`src/taylor_series_exp_sin_cos_defines.svh`:
```
// Assertion macros used by the top level of the series evaluator.
`ifndef TAYLOR_SERIES_EXP_SIN_COS_DEFINES_SVH
`define TAYLOR_SERIES_EXP_SIN_COS_DEFINES_SVH

// Checks that the consequent holds in the same cycle as the antecedent.
`define TSES_ASSERT_SAME(label, clk, rst, ante, cons, msg) \
  label: assert property (@(posedge clk) disable iff (rst) (ante) |-> (cons)) \
    else $error(msg);

// Checks that the consequent holds in the cycle after the antecedent.
`define TSES_ASSERT_NEXT(label, clk, rst, ante, cons, msg) \
  label: assert property (@(posedge clk) disable iff (rst) (ante) |=> (cons)) \
    else $error(msg);

`endif

```
`src/tses_pkg.sv`:
```
// Package with types, constants and codes of the series evaluator.
package tses_pkg;

  localparam int MAX_TERMS = 9;
  localparam int FRAC_BITS = 16;
  localparam int T_W       = 4;
  localparam int X_W       = 24;
  localparam int SUM_W     = 48;
  localparam int MAG_W     = SUM_W - 1;
  localparam int LO_W      = 24;
  localparam int HI_W      = MAG_W - LO_W;
  localparam int PROD_W    = MAG_W + X_W;
  localparam int S_W       = PROD_W - FRAC_BITS;
  localparam int DIV_CHUNK = 8;
  localparam int DIV_STEPS = (S_W + 1 + DIV_CHUNK - 1) / DIV_CHUNK;
  localparam int DIV_W     = DIV_STEPS * DIV_CHUNK;
  localparam int DS_W      = (DIV_STEPS > 1) ? $clog2(DIV_STEPS) : 1;
  localparam int KMAX      = 2 * MAX_TERMS + 1;
  localparam int K_W       = $clog2(KMAX + 1);

  typedef enum logic [1:0] {
    OP_EXP  = 2'd0,
    OP_SIN  = 2'd1,
    OP_COS  = 2'd2,
    OP_NONE = 2'd3
  } op_t;

  typedef enum logic [3:0] {
    ST_IDLE,
    ST_MUL_LO,
    ST_MUL_HI,
    ST_DIV_LOAD,
    ST_DIV,
    ST_MAG,
    ST_ACC,
    ST_DONE
  } state_t;

  typedef struct packed {
    logic [1:0]            opcode;
    logic [T_W-1:0]        term_count;
    logic signed [X_W-1:0] x_value;
  } req_t;

  typedef struct packed {
    logic signed [SUM_W-1:0] series_sum;
    logic                    overflow;
  } res_t;

  typedef struct packed {
    logic           load;
    logic           mul_lo;
    logic           mul_hi;
    logic           div_load;
    logic           div_step;
    logic           mag_update;
    logic           acc_add;
    logic           acc_neg_base;
    logic           acc_use_xsign;
    logic [K_W-1:0] k;
  } cmd_t;

  typedef struct packed {
    logic mag_clamped;
    logic sum_clamped;
  } status_t;

endpackage

```
`src/taylor_series_exp_sin_cos.sv`:
```
// Top level of the fixed-point exp, sine and cosine series evaluator.
//
// A request (opcode, term count, argument with 16 fraction bits) is taken at a
// rising edge where start is high and busy is low. Busy stays high until the
// result has been shown. The result is on the result port for exactly one cycle
// with result_valid high; the receiver cannot hold it off, so it must take it then.
// Let K be the highest power used: the term count for exp, twice it plus one for
// sine, twice it for cosine, after the count is limited to nine.
// Each power after the first runs on a 24x24 multiplier for the low
// half of the term, a 23x24 multiplier for the high half and a divider that
// resolves 8 quotient bits per cycle: a low multiply, a high multiply, a rounding
// step, seven divide steps, a clamp step and an accumulate step.
// The result strobe follows the accumulate step of the highest power, and the
// next request can be taken in the cycle after the strobe. The unused opcode
// shows a zero sum in the cycle after the accepting edge and then returns to
// idle. Reset returns the controller to idle and drops busy and the strobe.
`include "taylor_series_exp_sin_cos_defines.svh"

module taylor_series_exp_sin_cos
  import tses_pkg::*;
(
  input  logic clk,
  input  logic rst,
  input  logic start,
  input  req_t request,
  output logic busy,
  output logic result_valid,
  output res_t result
);

  cmd_t    cmd;
  status_t status;
  logic    any_clamp;
  logic    null_req;
  logic    null_res;

  tses_ctrl u_ctrl (
    .clk          (clk),
    .rst          (rst),
    .start        (start),
    .request      (request),
    .status       (status),
    .cmd          (cmd),
    .busy         (busy),
    .result_valid (result_valid),
    .any_clamp    (any_clamp)
  );

  tses_dp u_dp (
    .clk     (clk),
    .rst     (rst),
    .request (request),
    .cmd     (cmd),
    .status  (status),
    .result  (result)
  );

  assign null_req = start && !busy && (request.opcode == OP_NONE);
  assign null_res = result_valid && (result.series_sum == '0) && !result.overflow;

  `TSES_ASSERT_SAME(a_strobe_busy, clk, rst, result_valid, busy, "result strobe while idle")
  `TSES_ASSERT_NEXT(a_strobe_idle, clk, rst, result_valid, !busy && !result_valid, "double strobe")
  `TSES_ASSERT_NEXT(a_clamp_flag, clk, rst, any_clamp && !cmd.load, result.overflow, "clamp lost")
  `TSES_ASSERT_NEXT(a_null_op, clk, rst, null_req, null_res, "bad null result")

endmodule

```
`src/tses_ctrl.sv`:
```
// Controller state machine that sequences the series terms.
module tses_ctrl
  import tses_pkg::*;
(
  input  logic    clk,
  input  logic    rst,
  input  logic    start,
  input  req_t    request,
  input  status_t status,
  output cmd_t    cmd,
  output logic    busy,
  output logic    result_valid,
  output logic    any_clamp
);

  state_t           state;
  state_t           state_next;
  logic [1:0]       op;
  logic [K_W-1:0]   k;
  logic [K_W-1:0]   kmax;
  logic [DS_W-1:0]  div_cnt;
  logic [T_W-1:0]   t_sat;
  logic [K_W-1:0]   kmax_load;
  logic             accept;

  assign accept = (state == ST_IDLE) && start;

  always_comb begin
    t_sat = (request.term_count > T_W'(MAX_TERMS)) ? T_W'(MAX_TERMS) : request.term_count;
    case (request.opcode)
      OP_EXP:  kmax_load = K_W'(t_sat);
      OP_SIN:  kmax_load = K_W'({t_sat, 1'b1});
      OP_COS:  kmax_load = K_W'({t_sat, 1'b0});
      default: kmax_load = '0;
    endcase
  end

  always_ff @(posedge clk) begin
    if (rst) begin
      state <= ST_IDLE;
    end else begin
      state <= state_next;
    end
  end

  always_ff @(posedge clk) begin
    if (rst) begin
      op      <= OP_NONE;
      k       <= '0;
      kmax    <= '0;
      div_cnt <= '0;
    end else begin
      if (accept) begin
        op   <= request.opcode;
        k    <= '0;
        kmax <= kmax_load;
      end
      if ((state == ST_ACC) && (k != kmax)) begin
        k <= k + K_W'(1);
      end
      if (state == ST_DIV_LOAD) begin
        div_cnt <= '0;
      end else if (state == ST_DIV) begin
        div_cnt <= div_cnt + DS_W'(1);
      end
    end
  end

  always_comb begin
    state_next        = state;
    cmd               = '0;
    cmd.k             = k;
    cmd.load          = accept;
    cmd.acc_neg_base  = ((op == OP_SIN) || (op == OP_COS)) && k[1];
    cmd.acc_use_xsign = ((op == OP_EXP) && k[0]) || (op == OP_SIN);
    case (state)
      ST_IDLE: begin
        if (start) begin
          state_next = (request.opcode == OP_NONE) ? ST_DONE : ST_ACC;
        end
      end
      ST_MUL_LO: begin
        cmd.mul_lo = 1'b1;
        state_next = ST_MUL_HI;
      end
      ST_MUL_HI: begin
        cmd.mul_hi = 1'b1;
        state_next = ST_DIV_LOAD;
      end
      ST_DIV_LOAD: begin
        cmd.div_load = 1'b1;
        state_next   = ST_DIV;
      end
      ST_DIV: begin
        cmd.div_step = 1'b1;
        if (div_cnt == DS_W'(DIV_STEPS - 1)) begin
          state_next = ST_MAG;
        end
      end
      ST_MAG: begin
        cmd.mag_update = 1'b1;
        state_next     = ST_ACC;
      end
      ST_ACC: begin
        cmd.acc_add = (op == OP_EXP) || ((op == OP_SIN) && k[0]) ||
                      ((op == OP_COS) && !k[0]);
        state_next  = (k == kmax) ? ST_DONE : ST_MUL_LO;
      end
      ST_DONE: begin
        state_next = ST_IDLE;
      end
      default: begin
        state_next = ST_IDLE;
      end
    endcase
  end

  assign busy         = (state != ST_IDLE);
  assign result_valid = (state == ST_DONE);
  assign any_clamp    = (cmd.mag_update && status.mag_clamped) ||
                        (cmd.acc_add && status.sum_clamped);

endmodule

```
`src/tses_dp.sv`:
```
// Datapath with the low and high multipliers, chunked divider and saturating accumulator.
module tses_dp
  import tses_pkg::*;
(
  input  logic    clk,
  input  logic    rst,
  input  req_t    request,
  input  cmd_t    cmd,
  output status_t status,
  output res_t    result
);

  localparam logic [MAG_W-1:0]  MAG_MAX  = {MAG_W{1'b1}};
  localparam logic [PROD_W-1:0] RND_HALF = PROD_W'(1) << (FRAC_BITS - 1);

  logic [X_W-1:0]        x_abs;
  logic                  x_neg;
  logic [MAG_W-1:0]      mag;
  logic [LO_W+X_W-1:0]   prod_lo;
  logic [DIV_W-1:0]      div_reg;
  logic [K_W-1:0]        rem;
  logic [SUM_W-1:0]      acc;
  logic                  ovf;

  logic [HI_W+X_W-1:0]   prod_hi;
  logic [PROD_W-1:0]     prod_full;
  logic [DIV_W-1:0]      div_d;
  logic [K_W-1:0]        div_r;
  logic [K_W:0]          div_t;
  logic                  add_neg;
  logic [SUM_W:0]        acc_ext;
  logic [SUM_W:0]        mag_ext;
  logic [SUM_W:0]        sum_raw;
  logic [SUM_W-1:0]      sum_sat;
  logic                  sum_ovf;
  logic                  mag_big;

  assign prod_hi   = mag[MAG_W-1:LO_W] * x_abs;
  assign prod_full = {prod_hi, {LO_W{1'b0}}} + PROD_W'(prod_lo) + RND_HALF;

  always_comb begin
    div_d = div_reg;
    div_r = rem;
    for (int i = 0; i < DIV_CHUNK; i++) begin
      div_t = {div_r, div_d[DIV_W-1]};
      div_d = {div_d[DIV_W-2:0], 1'b0};
      if (div_t >= {1'b0, cmd.k}) begin
        div_r    = K_W'(div_t - {1'b0, cmd.k});
        div_d[0] = 1'b1;
      end else begin
        div_r = div_t[K_W-1:0];
      end
    end
  end

  assign mag_big = (div_reg[DIV_W-1:MAG_W] != '0);

  always_comb begin
    add_neg = cmd.acc_neg_base ^ (cmd.acc_use_xsign & x_neg);
    acc_ext = {acc[SUM_W-1], acc};
    mag_ext = (SUM_W + 1)'(mag);
    sum_raw = add_neg ? (acc_ext - mag_ext) : (acc_ext + mag_ext);
    sum_ovf = (sum_raw[SUM_W] != sum_raw[SUM_W-1]);
    if (!sum_ovf) begin
      sum_sat = sum_raw[SUM_W-1:0];
    end else if (sum_raw[SUM_W]) begin
      sum_sat = {1'b1, {(SUM_W-1){1'b0}}};
    end else begin
      sum_sat = {1'b0, {(SUM_W-1){1'b1}}};
    end
  end

  always_ff @(posedge clk) begin
    if (rst) begin
      acc <= '0;
      ovf <= 1'b0;
    end else if (cmd.load) begin
      acc <= '0;
      ovf <= 1'b0;
    end else begin
      if (cmd.mag_update && mag_big) begin
        ovf <= 1'b1;
      end
      if (cmd.acc_add) begin
        acc <= sum_sat;
        if (sum_ovf) begin
          ovf <= 1'b1;
        end
      end
    end
  end

  always_ff @(posedge clk) begin
    if (cmd.load) begin
      x_neg <= request.x_value[X_W-1];
      x_abs <= request.x_value[X_W-1] ? (~request.x_value + X_W'(1)) : request.x_value;
      mag   <= MAG_W'(1) << FRAC_BITS;
    end
    if (cmd.mul_lo) begin
      prod_lo <= mag[LO_W-1:0] * x_abs;
    end
    if (cmd.mul_hi) begin
      div_reg <= DIV_W'(prod_full[PROD_W-1:FRAC_BITS]);
    end
    if (cmd.div_load) begin
      div_reg <= div_reg + DIV_W'(cmd.k >> 1);
      rem     <= '0;
    end
    if (cmd.div_step) begin
      div_reg <= div_d;
      rem     <= div_r;
    end
    if (cmd.mag_update) begin
      mag <= mag_big ? MAG_MAX : div_reg[MAG_W-1:0];
    end
  end

  assign status.mag_clamped = mag_big;
  assign status.sum_clamped = sum_ovf;
  assign result.series_sum  = acc;
  assign result.overflow    = ovf;

endmodule

```
`config.mk`:
```
export PLATFORM = sky130hd
export DESIGN_NAME = taylor_series_exp_sin_cos
export DESIGN_NICKNAME = d
export VERILOG_FILES = /design/src/tses_pkg.sv /design/src/taylor_series_exp_sin_cos.sv /design/src/tses_ctrl.sv /design/src/tses_dp.sv
export VERILOG_INCLUDE_DIRS = /design/src /design/src/src
export SDC_FILE = /design/constraint.sdc
export NUM_CORES = 2
export LEC_CHECK = 0
export BUFFER_PORTS_ARGS = -buffer_cell sky130_fd_sc_hd__buf_2
export CORE_MARGIN = 2
export CORE_UTILIZATION = 60
export CTS_CLUSTER_SIZE = 8
export DETAILED_ROUTE_END_ITERATION = 7
export GPL_TIMING_DRIVEN = 1
export PLACE_DENSITY = 0.82
export RECOVER_POWER = 100
export REMOVE_ABC_BUFFERS = 1
export SYNTH_ARGS = -nofsm -noshare
export SYNTH_HDL_FRONTEND = slang
export SYNTH_SLANG_ARGS = --single-unit
```
`constraint.sdc`:
```
create_clock -name clk -period 17.95 [get_ports clk]
set_clock_uncertainty 0.1 [all_clocks]
set_input_delay 1.795 -clock clk [delete_from_list [all_inputs] [get_ports clk]]
set_output_delay 1.795 -clock clk [all_outputs]
set_load 0.02 [all_outputs]
```
# Word level (Yosys, flattened, before mapping)
# Cells that the tools add are included.
# op_classes
n_addsub	16
bitwise	3
eq_ne	18
n_reduce_logical	24
n_mux	46
magnitude_cmp	9
multipliers	2
# ops
op	n
$mux W56	3
$mux W47	3
$mux W48	2
$add A71 B16 Y71 const B	1
$add A71 B48 Y71	1
$mux W5	12
$add A56 B4 Y56	1
$add A48 B48 Y49	1
$mux W49	1
$sub A48 B48 Y49	1
$ge A6 B5 Y1	8
$mul A24 B24 Y48	1
$mul A23 B24 Y47	1
$sub A5 B5 Y5	8
$pmux W4 S7	1
$add A24 B2 Y24 const B	1
$not A24 Y24	1
$mux W23	1
$mux W1	18
$eq A4 B3 Y1 const B	4
$pmux W5 S3	1
$mux W4	3
$reduce_bool A9 Y1	1
$eq A4 B2 Y1 const B	2
24 further kinds	41
# totals
out_inout_bits	51
word_cells	132
ff_bits	249
in_bits	33

# Depth between registers and ports, before layout
# logic_depth
ltp_word	17
depth_mapped	72
depth_no_buf	71

# Hierarchy
# From an unflattened synthesis, not the netlist that was laid out.
# unflattened
cells_unflattened	6209
area_unflattened_um2	54414.7
# by_module_without_submodules
module	seq_area_each_um2	area_each_um2	cells_per_inst	instances
tses_dp	5965.7	53243.6	6066	1
tses_ctrl	360.3	1171.1	143	1

# Least setup slack after synthesis
# No wires, ideal clock.
# synth_path
kind	flip-flop to flip-flop
from	reg u_ctrl.k[1]
to	reg u_dp.rem[2], data pin
path_stages_with_launch	63
setup_ns	0.256
required_ns	17.594
arrival_time_ns	13.674
slack_ns	3.920
period_less_slack_ns	14.030
n_path_buf	0
path_cell_list	dfxtp_1 -> inv_1 -> fa_1 -> a211oi_1 -> nor3_1 -> nor2_1 -> mux2_2 -> fa_1 -> nand2b_1 -> a21oi_1 -> o22a_1 -> nor2_1 -> mux2_2 -> fa_1 -> nand2b_1 -> a21oi_1 -> a41o_1 -> a21oi_1 -> (+27 left out) -> nor2b_1 -> o21ai_0 -> nand2b_1 -> a41o_1 -> a21oi_1 -> o311a_1 -> o41a_1 -> o21a_1 -> a41o_1 -> mux2i_1 -> fa_1 -> a21o_1 -> a21oi_1 -> nand2_1 -> a21oi_1 -> inv_1 -> a221o_1 -> o211a_1
# synth_between
elab_chain_len	17
word_cells_on_any_way	25
cone_classes	add/sub: 8; order compare: 8; mux: 9
# synth_rtl
item	line	text
start: declaration	tses_ctrl.sv:19	logic [K_W-1:0] k;
start signal: assignment	tses_ctrl.sv:59	k <= k + K_W'(1);
$sub A5 B5 Y5 or $ge A6 B5 Y1 (tied branches)	tses_dp.sv:48, tses_dp.sv:47	
$mux W5	tses_dp.sv:47	if (div_t >= {1'b0, cmd.k}) begin
$sub A5 B5 Y5 or $ge A6 B5 Y1 (tied branches)	tses_dp.sv:48, tses_dp.sv:47	
$mux W5	tses_dp.sv:47	
$sub A5 B5 Y5 or $ge A6 B5 Y1 (tied branches)	tses_dp.sv:48, tses_dp.sv:47	
$mux W5	tses_dp.sv:47	
$sub A5 B5 Y5 or $ge A6 B5 Y1 (tied branches)	tses_dp.sv:48, tses_dp.sv:47	
$mux W5	tses_dp.sv:47	
$ge A6 B5 Y1 or $sub A5 B5 Y5 (tied branches)	tses_dp.sv:47, tses_dp.sv:48	
$mux W5	tses_dp.sv:47	
$sub A5 B5 Y5 or $ge A6 B5 Y1 (tied branches)	tses_dp.sv:48, tses_dp.sv:47	
$mux W5	tses_dp.sv:47	
$ge A6 B5 Y1 or $sub A5 B5 Y5 (tied branches)	tses_dp.sv:47, tses_dp.sv:48	
$mux W5	tses_dp.sv:47	
$sub A5 B5 Y5 or $ge A6 B5 Y1 (tied branches)	tses_dp.sv:48, tses_dp.sv:47	
$mux W5 (*)	tses_dp.sv:47	
$mux W5 (*)	tses_dp.sv:109	if (cmd.div_step) begin
end signal: assignment	tses_dp.sv:111	rem <= div_r;
end: declaration	tses_dp.sv:21	logic [K_W-1:0] rem;
# Every way passes the cells marked *; elsewhere a longest branch is shown, timed or not.
# A chain may end at the register's enable or synchronous reset.

# Final worst setup path
# layout_path
from	reg u_ctrl.k[1]
to	reg u_dp.rem[0], data pin
# layout_between
elab_chain_len	17
word_cells_on_any_way	24
cone_classes	add/sub: 7; order compare: 8; mux: 9
# layout_rtl
item	line
$sub A5 B5 Y5 or $ge A6 B5 Y1 (tied branches)	tses_dp.sv:48, tses_dp.sv:47
$mux W5	tses_dp.sv:47
$sub A5 B5 Y5 or $ge A6 B5 Y1 (tied branches)	tses_dp.sv:48, tses_dp.sv:47
$mux W5	tses_dp.sv:47
$sub A5 B5 Y5 or $ge A6 B5 Y1 (tied branches)	tses_dp.sv:48, tses_dp.sv:47
$mux W5	tses_dp.sv:47
$sub A5 B5 Y5 or $ge A6 B5 Y1 (tied branches)	tses_dp.sv:48, tses_dp.sv:47
$mux W5	tses_dp.sv:47
$ge A6 B5 Y1 or $sub A5 B5 Y5 (tied branches)	tses_dp.sv:47, tses_dp.sv:48
$mux W5	tses_dp.sv:47
$sub A5 B5 Y5 or $ge A6 B5 Y1 (tied branches)	tses_dp.sv:48, tses_dp.sv:47
$mux W5	tses_dp.sv:47
$sub A5 B5 Y5 or $ge A6 B5 Y1 (tied branches)	tses_dp.sv:48, tses_dp.sv:47
$mux W5	tses_dp.sv:47
$ge A6 B5 Y1 (*)	tses_dp.sv:47
$mux W5 (*)	tses_dp.sv:47
$mux W5 (*)	tses_dp.sv:109
# Marked as above.

==> impl_results.md <==
* Status: finished with violations
* Failing checks: capacitance limit, slew limit
* Worst-path fanout max at 13
* Required @ worst endpoint at 18.00 ns
* Commonest cells after routing, fill and taps aside: inv_1, nand2_1, fa_1, ha_1, and2_1
* TritonCTS buffer count at 35
* Maximum root-to-sink buffer count at 3
* Clock transition at the registers of the reported paths at 0.06 ns
* Layout cell share with drive strength beyond 1 at 0.0346
* Row cnt at 109
* Root Driver: clkbuf_16
* Min-delay src: u_ctrl.kmax[3]$_SDFFE_PP0P_
* HPWL after detailed placement at 116000 µm
* Footprint of the multi-input gates at 0.0422 mm²
* Post-synth cell types at 83
* First-pass iteration count of the detailed router at 8
* Critical Path Most Common Cell: a21oi_1
* Fill cell count at 7192
* R2R Setup Slk at 1.73 ns
* Post-Syn Area per Cell at 8.67 µm²
* # DRC at 0
* RSZ-0062 raised after global routing: no
* GRT Util Overall at 0.355
* Clock period minus worst slack at 16.22 ns
* Area growth, synth to finish at 4.16%
* Most common cell after layout, fill and taps aside: inv_1
* Postcts setup bufs at 0
* Seq cells post-synth at 233
* DIE HEIGHT at 303 µm
* Reg2Reg Capture Point: u_dp.rem[0]$_SDFFCE_PN0P_
* Gr ovfl total at 0
* Num ports at 84
* Max cap viols at 10
* Worst R2R Start: u_ctrl.k[1]$_SDFFE_PP0P_
* Largest net degree at the start of global routing at 57
* Max incr delay on CP at 0.55 ns
* Register Area at 0.00633 mm²
* Max_slew headroom at -1.46
* CTS tree: built
* Via Count at 44200
* Number of flops mapped to enable cells by yosys at 166
* Number of global-route vias before repair at 46000
* Hold Path Class: reg2reg
* Core Area at 0.0885 mm²
* Vias per cell at 6.11
* R2R cell count at 66
* Synth Cell Area at 0.0537 mm²
* Post-CTS resize count at 0
* Placer congestion estimate at 0.994
* Fmax at 61.6 MHz
* Least-Margin Pin Slew at 3.68 ns
* Die X at 303 µm
* CTS Hold Bufs at 0
* PortBufs at 83
* Final setup viols at 0
* Arrival time at the worst endpoint at 16.28 ns
* Post-synthesis sequential area ratio at 0.118
* CP Class: reg2reg
* # H-tree levels at 2
* DR WL/cell at 21.8 µm
* Final hold viol count at 0
* Nets at 7515
* Worst Hold End: u_ctrl.kmax[3]$_SDFFE_PP0P_
* Largest register FFs at 56
* Synth async-reset ratio at 0
* Setup TNS at 0 ns
* CP max stage cell: o21ai_0
* Iteration-0 DRC Markers at 4791
* Clk_lat worst skew at 0.56 ns
* Non-filler cells, final at 7242
* CTS Sinks at 233
* Hold Path Depth at 2
* Post-DRT Antenna Nets at 0
* Die ar. at 0.0920 mm²
* Warnings, synthesis at 0
* Starting Density at 0.607
* Initial antenna violation count at 5
* Total Wirelength at 158000 µm
* Share of the clock period used by the worst path at 0.904
* Cells after DPL at 7193
* Mapped Cells at 6197
* Slew Viols, Final at 412
* Worst setup SP type: register
* Setup crit end kind: register
* Most used DFF post-synth: edfxtp_1
* Global-route wire length before repair at 253000 µm
-- worst max path at each step --
stage	cells after the start	startpoint	slack, ns	to
after global routing	66	u_ctrl.k[1]$_SDFFE_PP0P_	0.13	u_dp.rem[0]$_SDFFCE_PN0P_
after floorplan	63	u_ctrl.k[1]$_SDFFE_PP0P_	3.91	u_dp.rem[0]$_SDFFCE_PN0P_
after detailed placement	65	u_ctrl.k[1]$_SDFFE_PP0P_	1.99	u_dp.rem[2]$_SDFFCE_PN0P_
after CTS	65	u_ctrl.k[1]$_SDFFE_PP0P_	1.95	u_dp.rem[2]$_SDFFCE_PN0P_
after global placement	65	u_ctrl.k[1]$_SDFFE_PP0P_	1.93	u_dp.rem[2]$_SDFFCE_PN0P_
final	66	u_ctrl.k[1]$_SDFFE_PP0P_	1.73	u_dp.rem[0]$_SDFFCE_PN0P_
-- Yosys cell counts, drive strengths merged, types with 32 or more instances --
library cell  number  area share
clkbuf           336       0.023
a21o              94       0.013
nor2             312       0.022
ha               467        0.11
a21oi            253       0.024
xor2             115       0.019
dfxtp             67       0.025
nand3             67      0.0062
nand2b            32      0.0037
nand2            982       0.069
and2             334       0.039
fa               950        0.35
xnor2            189       0.031
edfxtp           166       0.093
inv             1047       0.073
nor3              55      0.0051
nand4             38      0.0044
o21ai            196       0.018
-- per-layer routing --
metal  part of all wire  track usage  vias up
li1                   -            -    19200
met1               0.37        0.457    21700
met2               0.45        0.564     2715
met3               0.12       0.0815      598
met4              0.066        0.180        4
met5            0.00016            0        -
-- cells by family (layout without fill, tap and decap cells) --
family,count (synthesis),in the layout,synth area share
other cells,0,1,0
xor+xnor,304,304,0.0495
fa+ha+maj,1417,1417,0.463
simple gates,1989,1989,0.170
compound gates,823,823,0.0966
mux,24,24,0.00484
buf+inv,1407,1286,0.0985
flops,233,233,0.118
-- cell type report --
class / instances / area share
inverters: 1047 / 0.0702
flip-flops and latches: 233 / 0.113
diodes: 1 / 0.0000447
clock inverters: 4 / 0.000961
clock buffers: 44 / 0.0166
multi-input cells: 4557 / 0.753
repair buffers: 191 / 0.0198
well taps: 1165 / 0.0260
-- metrics by stage --
step / setup WS, ns / util / hold WS [ns] / instance area [µm²]
detailed placement: 1.99 / 0.623 / 0.376 / 55100
global placement: 1.93 / 0.623 / 0.374 / 55100
floorplan: 3.91 / - / 0.337 / 52400
global route: 0.134 / 0.632 / 0.405 / 56000
finish: 1.73 / 0.632 / 0.383 / 56000
CTS: 1.95 / 0.634 / 0.382 / 56100
-- worst max-delay path: cells and delay by family, from the launching register on --
family                     cells  cell delay (ns)
buffers and inverters          5             0.71
adders and majority gates      8             3.03
DFF                            1             0.30
muxes                          6             1.68
AOI/OAI and AO/OA             31             7.49
and+or+nand+nor               16             2.55
Power is not shown: default switching activity piles up to over one toggle a cycle in this logic, so the estimate is an artifact.
